File: src/dtq_pkg.sv
`default_nettype none

package dtq_pkg;

    // fixed field widths
    localparam int ID_BITS      = 16;
    localparam int DELAY_BITS   = 24;
    localparam int KIND_BITS    = 2;
    localparam int IN_DATA_BITS = ID_BITS + DELAY_BITS;

    // operation codes on s_tuser
    localparam logic OP_ADD  = 1'b0;
    localparam logic OP_TICK = 1'b1;

    // result kinds on m_tuser
    typedef enum logic [KIND_BITS-1:0] {
        KIND_ADDED    = 2'd0,
        KIND_REJECTED = 2'd1,
        KIND_EXPIRED  = 2'd2
    } kind_t;

    // one result beat handed to the output register
    typedef struct packed {
        logic               load;
        kind_t              kind;
        logic [ID_BITS-1:0] id;
        logic               last;
    } out_beat_t;

endpackage

`default_nettype wire

File: src/deadline_timer_queue.sv
// Channel  | Signals                              | Contents
// ---------+--------------------------------------+---------------------------------------
// input    | s_tvalid s_tready s_tdata s_tuser    | tdata: timer_id, delay_ticks; tuser: op
// output   | m_tvalid m_tready m_tdata m_tuser    | tdata: expired_id; tuser: kind;
//          | m_tlast                              | tlast: last
//
// An add writes the slot at the fill count and puts the result into the output register, so
// adds can follow back to back while results drain.
// A tick walks the timer memory one entry per cycle (one read port) while the output side
// takes the expired beats; an expired beat that the output side holds back stalls the walk.
// Expired timers are reported one beat late so the final one can carry tlast.
// Reset clears the tick count and fill count; the memory needs no clearing.
`default_nettype none

module deadline_timer_queue
    import dtq_pkg::*;
#(
    parameter int NUM_TIMERS = 16,
    parameter int TIME_BITS  = 32
) (
    input  wire logic                    clk,
    input  wire logic                    rst_n,
    input  wire logic                    s_tvalid,
    output logic                         s_tready,
    input  wire logic [IN_DATA_BITS-1:0] s_tdata,   // timer_id [15:0], delay_ticks [39:16]
    input  wire logic                    s_tuser,   // operation
    output logic                         m_tvalid,
    input  wire logic                    m_tready,
    output logic [ID_BITS-1:0]           m_tdata,   // expired_id
    output logic [KIND_BITS-1:0]         m_tuser,   // kind
    output logic                         m_tlast
);

    localparam int IDX_W   = $clog2(NUM_TIMERS);
    localparam int CNT_W   = $clog2(NUM_TIMERS + 1);
    localparam int ENTRY_W = ID_BITS + TIME_BITS;

    typedef enum logic [2:0] {
        ST_IDLE  = 3'b001,
        ST_SCAN  = 3'b010,
        ST_FLUSH = 3'b100
    } state_t;

    state_t               state_reg, state_next;
    logic [TIME_BITS-1:0] now_reg, now_next;
    logic [CNT_W-1:0]     count_reg, count_next;
    logic [CNT_W-1:0]     scan_idx_reg, scan_idx_next;
    logic [CNT_W-1:0]     keep_reg, keep_next;
    logic                 rd_pend_reg, rd_pend_next;
    logic                 pend_valid_reg, pend_valid_next;
    logic [ID_BITS-1:0]   pend_id_reg, pend_id_next;

    logic                 wr_en;
    logic [IDX_W-1:0]     wr_addr;
    logic [ENTRY_W-1:0]   wr_data;
    logic                 rd_en;
    logic [ENTRY_W-1:0]   rd_data;

    logic [TIME_BITS-1:0] rd_deadline;
    logic [ID_BITS-1:0]   rd_id;
    logic [TIME_BITS-1:0] diff;
    logic                 passed;
    logic                 stall;
    logic                 accept;
    logic                 out_free;
    logic                 full;
    logic [ID_BITS-1:0]   in_id;
    logic [DELAY_BITS-1:0] in_delay;
    out_beat_t            beat;

    assign in_id    = s_tdata[ID_BITS-1:0];
    assign in_delay = s_tdata[IN_DATA_BITS-1:ID_BITS];
    assign full     = (count_reg == CNT_W'(NUM_TIMERS));

    assign s_tready = (state_reg == ST_IDLE) && out_free;
    assign accept   = s_tvalid && s_tready;

    // serial-number compare of the entry just read against the advanced tick count
    assign rd_deadline = rd_data[TIME_BITS-1:0];
    assign rd_id       = rd_data[TIME_BITS +: ID_BITS];
    assign diff        = now_reg - rd_deadline;
    assign passed      = (diff != '0) && !diff[TIME_BITS-1];

    // hold the walk when a held expiry must go out and the output is busy
    assign stall = rd_pend_reg && passed && pend_valid_reg && !out_free;

    always_comb
    begin
        state_next      = state_reg;
        now_next        = now_reg;
        count_next      = count_reg;
        scan_idx_next   = scan_idx_reg;
        keep_next       = keep_reg;
        rd_pend_next    = rd_pend_reg;
        pend_valid_next = pend_valid_reg;
        pend_id_next    = pend_id_reg;
        wr_en           = 1'b0;
        wr_addr         = count_reg[IDX_W-1:0];
        wr_data         = {in_id, now_reg + TIME_BITS'(in_delay)};
        rd_en           = 1'b0;
        beat            = '{load: 1'b0, kind: KIND_ADDED, id: in_id, last: 1'b1};

        unique case (state_reg)
            ST_IDLE:
            begin
                if (accept)
                begin
                    if (s_tuser == OP_ADD)
                    begin
                        // store or reject the new timer
                        beat.load = 1'b1;
                        if (full)
                        begin
                            beat.kind = KIND_REJECTED;
                        end
                        else
                        begin
                            wr_en      = 1'b1;
                            count_next = count_reg + 1'b1;
                        end
                    end
                    else
                    begin
                        // advance time and start the walk
                        now_next        = now_reg + 1'b1;
                        scan_idx_next   = '0;
                        keep_next       = '0;
                        rd_pend_next    = 1'b0;
                        pend_valid_next = 1'b0;
                        state_next      = ST_SCAN;
                    end
                end
            end

            ST_SCAN:
            begin
                if (!stall)
                begin
                    // settle the entry returned by the previous read
                    if (rd_pend_reg)
                    begin
                        if (passed)
                        begin
                            if (pend_valid_reg)
                            begin
                                beat.load = 1'b1;
                                beat.kind = KIND_EXPIRED;
                                beat.id   = pend_id_reg;
                                beat.last = 1'b0;
                            end
                            pend_valid_next = 1'b1;
                            pend_id_next    = rd_id;
                        end
                        else
                        begin
                            // compact survivors toward the front
                            wr_en     = 1'b1;
                            wr_addr   = keep_reg[IDX_W-1:0];
                            wr_data   = rd_data;
                            keep_next = keep_reg + 1'b1;
                        end
                    end
                    // issue the next read, or finish
                    if (scan_idx_reg != count_reg)
                    begin
                        rd_en         = 1'b1;
                        scan_idx_next = scan_idx_reg + 1'b1;
                        rd_pend_next  = 1'b1;
                    end
                    else
                    begin
                        rd_pend_next = 1'b0;
                        if (!rd_pend_reg)
                        begin
                            count_next = keep_reg;
                            state_next = ST_FLUSH;
                        end
                    end
                end
            end

            ST_FLUSH:
            begin
                // send the final expiry with tlast
                if (!pend_valid_reg)
                begin
                    state_next = ST_IDLE;
                end
                else if (out_free)
                begin
                    beat.load       = 1'b1;
                    beat.kind       = KIND_EXPIRED;
                    beat.id         = pend_id_reg;
                    beat.last       = 1'b1;
                    pend_valid_next = 1'b0;
                    state_next      = ST_IDLE;
                end
            end

            default:
            begin
                state_next = ST_IDLE;
            end
        endcase
    end

    always_ff @(posedge clk or negedge rst_n)
    begin
        if (!rst_n)
        begin
            state_reg      <= ST_IDLE;
            now_reg        <= '0;
            count_reg      <= '0;
            scan_idx_reg   <= '0;
            keep_reg       <= '0;
            rd_pend_reg    <= 1'b0;
            pend_valid_reg <= 1'b0;
        end
        else
        begin
            state_reg      <= state_next;
            now_reg        <= now_next;
            count_reg      <= count_next;
            scan_idx_reg   <= scan_idx_next;
            keep_reg       <= keep_next;
            rd_pend_reg    <= rd_pend_next;
            pend_valid_reg <= pend_valid_next;
        end
    end

    always_ff @(posedge clk)
    begin
        pend_id_reg <= pend_id_next;
    end

    dtq_ram #(
        .DATA_W (ENTRY_W),
        .DEPTH  (NUM_TIMERS)
    ) u_ram (
        .clk     (clk),
        .wr_en   (wr_en),
        .wr_addr (wr_addr),
        .wr_data (wr_data),
        .rd_en   (rd_en),
        .rd_addr (scan_idx_reg[IDX_W-1:0]),
        .rd_data (rd_data)
    );

    dtq_out u_out (
        .clk      (clk),
        .rst_n    (rst_n),
        .beat     (beat),
        .free     (out_free),
        .m_tvalid (m_tvalid),
        .m_tready (m_tready),
        .m_tdata  (m_tdata),
        .m_tuser  (m_tuser),
        .m_tlast  (m_tlast)
    );

endmodule

`default_nettype wire

File: src/dtq_ram.sv
`default_nettype none

module dtq_ram #(
    parameter int DATA_W = 48,
    parameter int DEPTH  = 16
) (
    input  wire logic                       clk,
    input  wire logic                       wr_en,
    input  wire logic [$clog2(DEPTH)-1:0]   wr_addr,
    input  wire logic [DATA_W-1:0]          wr_data,
    input  wire logic                       rd_en,
    input  wire logic [$clog2(DEPTH)-1:0]   rd_addr,
    output logic      [DATA_W-1:0]          rd_data
);

    logic [DATA_W-1:0] mem [DEPTH];

    // write port
    always_ff @(posedge clk)
    begin
        if (wr_en)
        begin
            mem[wr_addr] <= wr_data;
        end
    end

    // registered read, held while rd_en is low
    always_ff @(posedge clk)
    begin
        if (rd_en)
        begin
            rd_data <= mem[rd_addr];
        end
    end

endmodule

`default_nettype wire

File: src/dtq_out.sv
`default_nettype none

module dtq_out
    import dtq_pkg::*;
(
    input  wire logic               clk,
    input  wire logic               rst_n,
    input  wire out_beat_t          beat,
    output logic                    free,
    output logic                    m_tvalid,
    input  wire logic               m_tready,
    output logic [ID_BITS-1:0]      m_tdata,   // expired_id
    output logic [KIND_BITS-1:0]    m_tuser,   // kind
    output logic                    m_tlast
);

    logic                valid_reg, valid_next;
    kind_t               kind_reg;
    logic [ID_BITS-1:0]  id_reg;
    logic                last_reg;

    // register can take a beat when empty or being drained this cycle
    assign free = !valid_reg || m_tready;

    always_comb
    begin
        valid_next = valid_reg;
        if (m_tready)
        begin
            valid_next = 1'b0;
        end
        if (beat.load)
        begin
            valid_next = 1'b1;
        end
    end

    always_ff @(posedge clk or negedge rst_n)
    begin
        if (!rst_n)
        begin
            valid_reg <= 1'b0;
        end
        else
        begin
            valid_reg <= valid_next;
        end
    end

    // payload, loaded only when free
    always_ff @(posedge clk)
    begin
        if (beat.load)
        begin
            kind_reg <= beat.kind;
            id_reg   <= beat.id;
            last_reg <= beat.last;
        end
    end

    assign m_tvalid = valid_reg;
    assign m_tdata  = id_reg;
    assign m_tuser  = kind_reg;
    assign m_tlast  = last_reg;

endmodule

`default_nettype wire

File: config.mk
export PLATFORM = sky130hd
export DESIGN_NAME = deadline_timer_queue
export DESIGN_NICKNAME = d
export VERILOG_FILES = /design/src/dtq_pkg.sv /design/src/deadline_timer_queue.sv /design/src/dtq_ram.sv /design/src/dtq_out.sv
export SDC_FILE = /design/constraint.sdc
export NUM_CORES = 1
export LEC_CHECK = 0
export BUFFER_PORTS_ARGS = -buffer_cell sky130_fd_sc_hd__buf_2
export CORE_MARGIN = 2
export CORE_UTILIZATION = 34
export CTS_BUF_LIST = sky130_fd_sc_hd__clkbuf_16
export DETAILED_ROUTE_END_ITERATION = 8
export PLACE_DENSITY_LB_ADDON = 0.12
export SYNTH_ARGS = -nofsm -noshare
export SYNTH_HDL_FRONTEND = slang
export SYNTH_SLANG_ARGS = --single-unit
File: constraint.sdc
create_clock -name clk -period 9.9 [get_ports clk]
set_clock_uncertainty 0.15 [all_clocks]
set_input_delay 0.99 -clock clk [delete_from_list [all_inputs] [get_ports clk]]
set_output_delay 0.99 -clock clk [all_outputs]
set_load 0.05 [all_outputs]
== Word level (Yosys, flattened, before mapping) ==
Memories as Yosys holds them, arrays and structs flattened. A register that Yosys moved wholly into a read port is not among the register bits.
Cells that the tools add are included.

* Add/subtract/negate cells: 6
* Eq/ne operators: 17
* Muxes and demuxes: 67
* Bitwise logic cells: 1
* Reductions and logical operators: 22

{| class="wikitable"
|+ Operators with widths
! cell !! count
|-
| 48-bit two-way mux || 4
|-
| 20-bit two-way mux || 6
|-
| 5-bit two-way mux || 13
|-
| 17-bit case mux with 2 select lines || 1
|-
| 32-bit by 1-bit adder with 32-bit output (second input constant) || 1
|-
| 32-bit by 24-bit adder with 32-bit output || 1
|-
| 32-bit nonzero test || 1
|-
| 32-bit subtractor || 1
|-
| 5-bit case mux with 2 select lines || 3
|-
| 3-bit two-way mux || 9
|-
| 1-bit two-way mux || 22
|-
| 2-bit != test (second input constant) || 11
|-
| 3-bit case mux with 3 select lines || 2
|-
| 6-bit AND reduction || 3
|-
| 4-bit two-way mux || 4
|-
| 5-bit by 1-bit adder with 5-bit output (second input constant) || 3
|-
| 4-bit AND reduction || 2
|-
| 7-bit AND reduction || 1
|-
| 1-bit logical AND || 6
|-
| 5-bit == test (second input constant) || 1
|-
| 5-bit != test || 1
|-
| 5-bit AND reduction || 1
|-
| 1-bit case mux with 2 select lines || 2
|-
| 2-bit nonzero test || 2
|-
| 10 further kinds || 12
|}

* Register bits: 88
* Bits in writable memories: 768
* Input port bits: 45
* Output and inout bits: 21
* Word-level logic and storage cells: 126
* Memories: 1

{| class="wikitable"
|+ Memories
! memory !! words !! bits a word !! read ports !! clocked after Yosys merged registers in !! write ports !! RTL line !! source
|-
| u_ram.mem || 16 || 48 || 1 || 1 || 1 || dtq_ram.sv:16 || <nowiki>logic [DATA_W-1:0] mem [DEPTH];</nowiki>
|}

== Logic depth before layout (Yosys ltp) ==
* Depth in word-level cells: 10
* Depth in mapped cells: 17
* Mapped depth without buffers: 14

== Cells and area by module ==
Synthesis repeated with hierarchy kept, for this count alone.

* Cell total of the unflattened synthesis: 2,154
* Area total of the unflattened synthesis: 38,180.4 µm²

{| class="wikitable"
|+ By module, submodules not included
! module !! times used !! cells an instance !! area each (µm²)
|-
| dtq_ram || 1 || 1,242 || 30,171.4
|-
| deadline_timer_queue || 1 || 890 || 7,390.8
|-
| dtq_out || 1 || 22 || 618.1
|}

== Worst setup path before layout ==
No wires, ideal clock.

* Kind: flip-flop to flip-flop
* From: register now_reg[0]
* To: register u_ram.rd_data[0], read port of u_ram.mem (enable)
* Arrival: 6.721 ns
* Data required time: 9.237 ns
* Slack: 2.516 ns
* Stages on the path, launching flop included: 14
* Clock period less this slack: 7.384 ns
* Cell sequence: dfrtp_1 inv_1 ha_1 fa_1 nand2b_1 a21oi_1 o21ai_2 xnor2_1 or4_1 a2111oi_2 nand4_1 nor4_4 a2111oi_2 nor3_1

* Cells in the longest elaborated chain, start to end: 8
* Elaborated cells between the ends (all ways): 9
* Classes of those cells: add/sub: 1; mux: 2; reduce/logical: 6

{| class="wikitable"
|+ Ends and longest elaborated chain
! what !! RTL line !! source
|-
| from (decl) || deadline_timer_queue.sv:45 || <nowiki>logic [TIME_BITS-1:0] now_reg, now_next;</nowiki>
|-
| from (signal assigned) || deadline_timer_queue.sv:222 || <nowiki>now_reg <= now_next;</nowiki>
|-
| 32-bit subtractor * || deadline_timer_queue.sv:81 || <nowiki>assign diff = now_reg - rd_deadline;</nowiki>
|-
| 32-bit nonzero test or 1-bit logical NOT (tied branches) || deadline_timer_queue.sv:82 || <nowiki>assign passed = (diff != '0) && !diff[TIME_BITS-1];</nowiki>
|-
| 1-bit logical AND * || deadline_timer_queue.sv:82 ||
|-
| 1-bit logical AND * (3 in a row) || deadline_timer_queue.sv:85 || <nowiki>assign stall = rd_pend_reg && passed && pend_valid_reg && !out_free;</nowiki>
|-
| 1-bit two-way mux * || deadline_timer_queue.sv:137 || <nowiki>if (!stall)</nowiki>
|-
| 1-bit two-way mux * || deadline_timer_queue.sv:103 || <nowiki>unique case (state_reg)</nowiki>
|-
| named net rd_en || deadline_timer_queue.sv:56 || <nowiki>logic rd_en;</nowiki>
|-
| to (decl) || dtq_ram.sv:13 || <nowiki>output logic [DATA_W-1:0] rd_data</nowiki>
|}

Mark *: on every way through the listed nets, which the timed path passes. The rest lies on a longest branch.
A chain may end at the register's enable or synchronous reset.

== Worst setup path in the final report ==
* From: register now_reg[0]
* To: memory u_ram.mem[7][11] (enable)

* Cells in the longest elaborated chain, start to end: 10
* Elaborated cells between the ends (all ways): 17
* Classes of those cells: add/sub: 1; mux: 10; reduce/logical: 6

{| class="wikitable"
|+ Ends and longest elaborated chain
! what !! RTL line !! source
|-
| 32-bit subtractor * || deadline_timer_queue.sv:81 ||
|-
| 32-bit nonzero test or 1-bit logical NOT (tied branches) || deadline_timer_queue.sv:82 ||
|-
| 1-bit logical AND * || deadline_timer_queue.sv:82 ||
|-
| 1-bit logical AND (3 in a row) || deadline_timer_queue.sv:85 ||
|-
| 1-bit two-way mux || deadline_timer_queue.sv:137 ||
|-
| 1-bit case mux with 2 select lines || deadline_timer_queue.sv:103 ||
|-
| 1-bit two-way mux || dtq_ram.sv:21 || <nowiki>if (wr_en)</nowiki>
|-
| 1-bit two-way mux (not written as such) || dtq_ram.sv:23 || <nowiki>mem[wr_addr] <= wr_data;</nowiki>
|-
| to (decl) || dtq_ram.sv:16 ||
|}

Mark *: on every way between the ends. The rest lies on a longest branch, timed or not.

==> flow_summary.ini <==
[clock_tree]
cts_root_buffer = clkbuf_16
cts_resized = 0
clkTransAtPathRegs_ps = 60
clock_latency_ps = 690
hold_buffers = 0
ctsHtreeMaxLevel = 3
cts_num_sinks = 904
post-cts-setup-buffers = 0
cts_max_path_buffers = 3
cts_tree = built
cts_buffers = 99

[finish]
final_common_cell = edfxtp_1
finalInstanceArea_um2 = 43800
layout-drive-gt1-share = 0.239
largest_register_ffs = 768
area_growth_pct = 14.7
final_cell_mix = 851 x edfxtp_1, 240 x mux4_2, 99 x clkbuf_16, 98 x nand2_1
nets = 2306

[detailed_routing]
drt_pass1_iterations = 5
drcViolationCount = 0
initialDrtViolationCount = 1497
vias_per_cell = 5.30
antenna_left = 0
routedWlPerCell_um = 25.9
num_vias = 20000
totalWireLength_um = 97400

[synth]
synthCells = 2077
synth_flop_cell = edfxtp_1
seq_area_frac_synth = 0.703
synth_edf_count = 851
async_reset_ff_frac = 0.0586
ys_ff_latch = 904
synth_cell_types = 78
synthesis.area_um2 = 38200
syn_avg_cell_area_um2 = 18.4
synth-warning-count = 0
syn_nets = 2184

[critical_path]
reg2reg_depth = 16
cp.arrival_ps = 6820
worstSetupStartpointType = flop
cp-end-kind = flop
worstPathMaxFanout = 35
required_ps = 10040
criticalPathCategory = flop to flop

[floorplan]
chipHeight_um = 339
die_w_um = 339
io_pins = 66
rows = 122
core_um2 = 111000
start_util = 0.344
die-area_um2 = 115000

[grt]
overflow = 0
grt_first_pass_wirelength_um = 143000
antenna_found_initial = 2
busiest_layer = met2
grt_max_degree = 102
grt_usage = 0.169
met2_usage = 0.269
grt_pass1_vias = 20900
grt_util_met1 = 0.242
met3_usage = 0.0255

[sta]
setup_viol_count_final = 0
period_needed_ps = 6680
finalMaxSlewViolations = 0
clock.fmax_ghz = 0.150
fin_crit_sh = 0.675
worst_pin_slew_ps = 1310
slew_headroom = 0.129
rsz0062_at_grt = false
setup-tns-final_ps = 0
hold_viol_final = 0

[placed_design]
port_buffers = 65
placedInstanceArea_um2 = 40600
place_congestion = 0.835
dp_hpwl_um = 58800

[power]
p_per_area_nw_per_um2 = 228
p_leak_nw = 14.3
irDropWorstVdd_uv = 194

[hold_path]
min-delay-path-class = flop to flop
min_path_cells = 0

[status]
outcome = complete, no violations

[job]
maxCapViolations = 0
[per-stage QoR]
stage	std cells	setup WS [ps]	hold WS [ps]	power, mW	utilization
finish	3768	3220	294	10.0	0.394
CTS	3765	3150	297	10.1	0.394
global route	3767	2920	307	10.4	0.394
global placement	3583	3210	282	6.48	0.365
detailed placement	3584	3180	282	6.50	0.365
floorplan	2077	2520	269	5.89	-
[area by class of cell]
type,count,area [um2]
Fill cell,10200,67300
Sequential cell,904,26900
Multi-Input combinational cell,1024,10900
Clock buffer,99,2480
Tap cell,1488,1860
Clock inverter,82,722
Timing Repair Buffer,111,687
Inverter,59,221
Antenna cell,1,2.50
[synthesized netlist by cell type, types with 8 or more instances]
cell | instances | share of area
a21o_1 | 12 | 0.0024
a21oi_1 | 76 | 0.010
and2_1 | 8 | 0.0013
and3_1 | 14 | 0.0023
buf_1 | 19 | 0.0019
clkbuf_1 | 61 | 0.0060
dfrtp_1 | 52 | 0.034
edfxtp_1 | 851 | 0.67
ha_1 | 60 | 0.020
inv_1 | 59 | 0.0058
mux2_1 | 15 | 0.0044
mux2_2 | 13 | 0.0038
mux4_2 | 240 | 0.14
nand2_1 | 98 | 0.0096
nand2b_1 | 13 | 0.0021
nand3_1 | 38 | 0.0050
nand4_1 | 14 | 0.0023
nor2_1 | 64 | 0.0063
nor3_1 | 25 | 0.0033
nor4_1 | 8 | 0.0013
o211ai_1 | 11 | 0.0022
o21a_1 | 11 | 0.0022
o21ai_0 | 51 | 0.0067
o21ai_1 | 25 | 0.0033
o21bai_1 | 9 | 0.0018
o22ai_1 | 10 | 0.0016
o31ai_1 | 10 | 0.0020
or3_1 | 13 | 0.0021
xnor2_1 | 49 | 0.011
xor2_1 | 26 | 0.0060
[report_power, final]
group          switching [mW]  internal, mW
combinational            1.02         0.730
clock                    1.55          2.06
sequential              0.118          4.52
total                    2.69          7.31
[worst paths after layout]
kind / startpoint / to / slack [ps]
worst max-delay path: now_reg[0] / u_ram.mem[7][11] / 3220
worst min-delay path: u_ram.rd_data[40] / pend_id_reg[8] / 290
worst max register to register: now_reg[0] / u_ram.mem[7][11] / 3220
worst min register to register: u_ram.rd_data[40] / pend_id_reg[8] / 290
max in group asynchronous: rst_n / scan_idx_reg[0] / 8600
min in group asynchronous: rst_n / now_reg[6] / 320
[kinds of logic after synthesis]
group / after synthesis / share of synthesized area
mux: 280 / 0.154
flops: 904 / 0.703
buf+inv: 149 / 0.0157
compound gates: 275 / 0.0459
fa+ha+maj: 62 / 0.0207
xor+xnor: 75 / 0.0172
simple gates: 332 / 0.0433
[critical path, cell delays in order (launching register included)]
cell	delay [ps]
dfrtp_1	410
inv_1	120
ha_1	230
fa_1	390
nand2b_1	190
a21oi_1	380
o21ai_2	120
xnor2_1	150
or4_1	540
a2111oi_2	340
nand4_1	220
nor4_4	600
a22oi_2	160
buf_4	360
or3_1	570
o22ai_4	660
buf_4	640
[per-layer routing]
layer  up-vias  share of wire
li1       8730              -
met1     10700           0.47
met2       415           0.47
met3       151          0.037
met4         0          0.024
met5         -              0
Power figures use the tool's default switching activity.
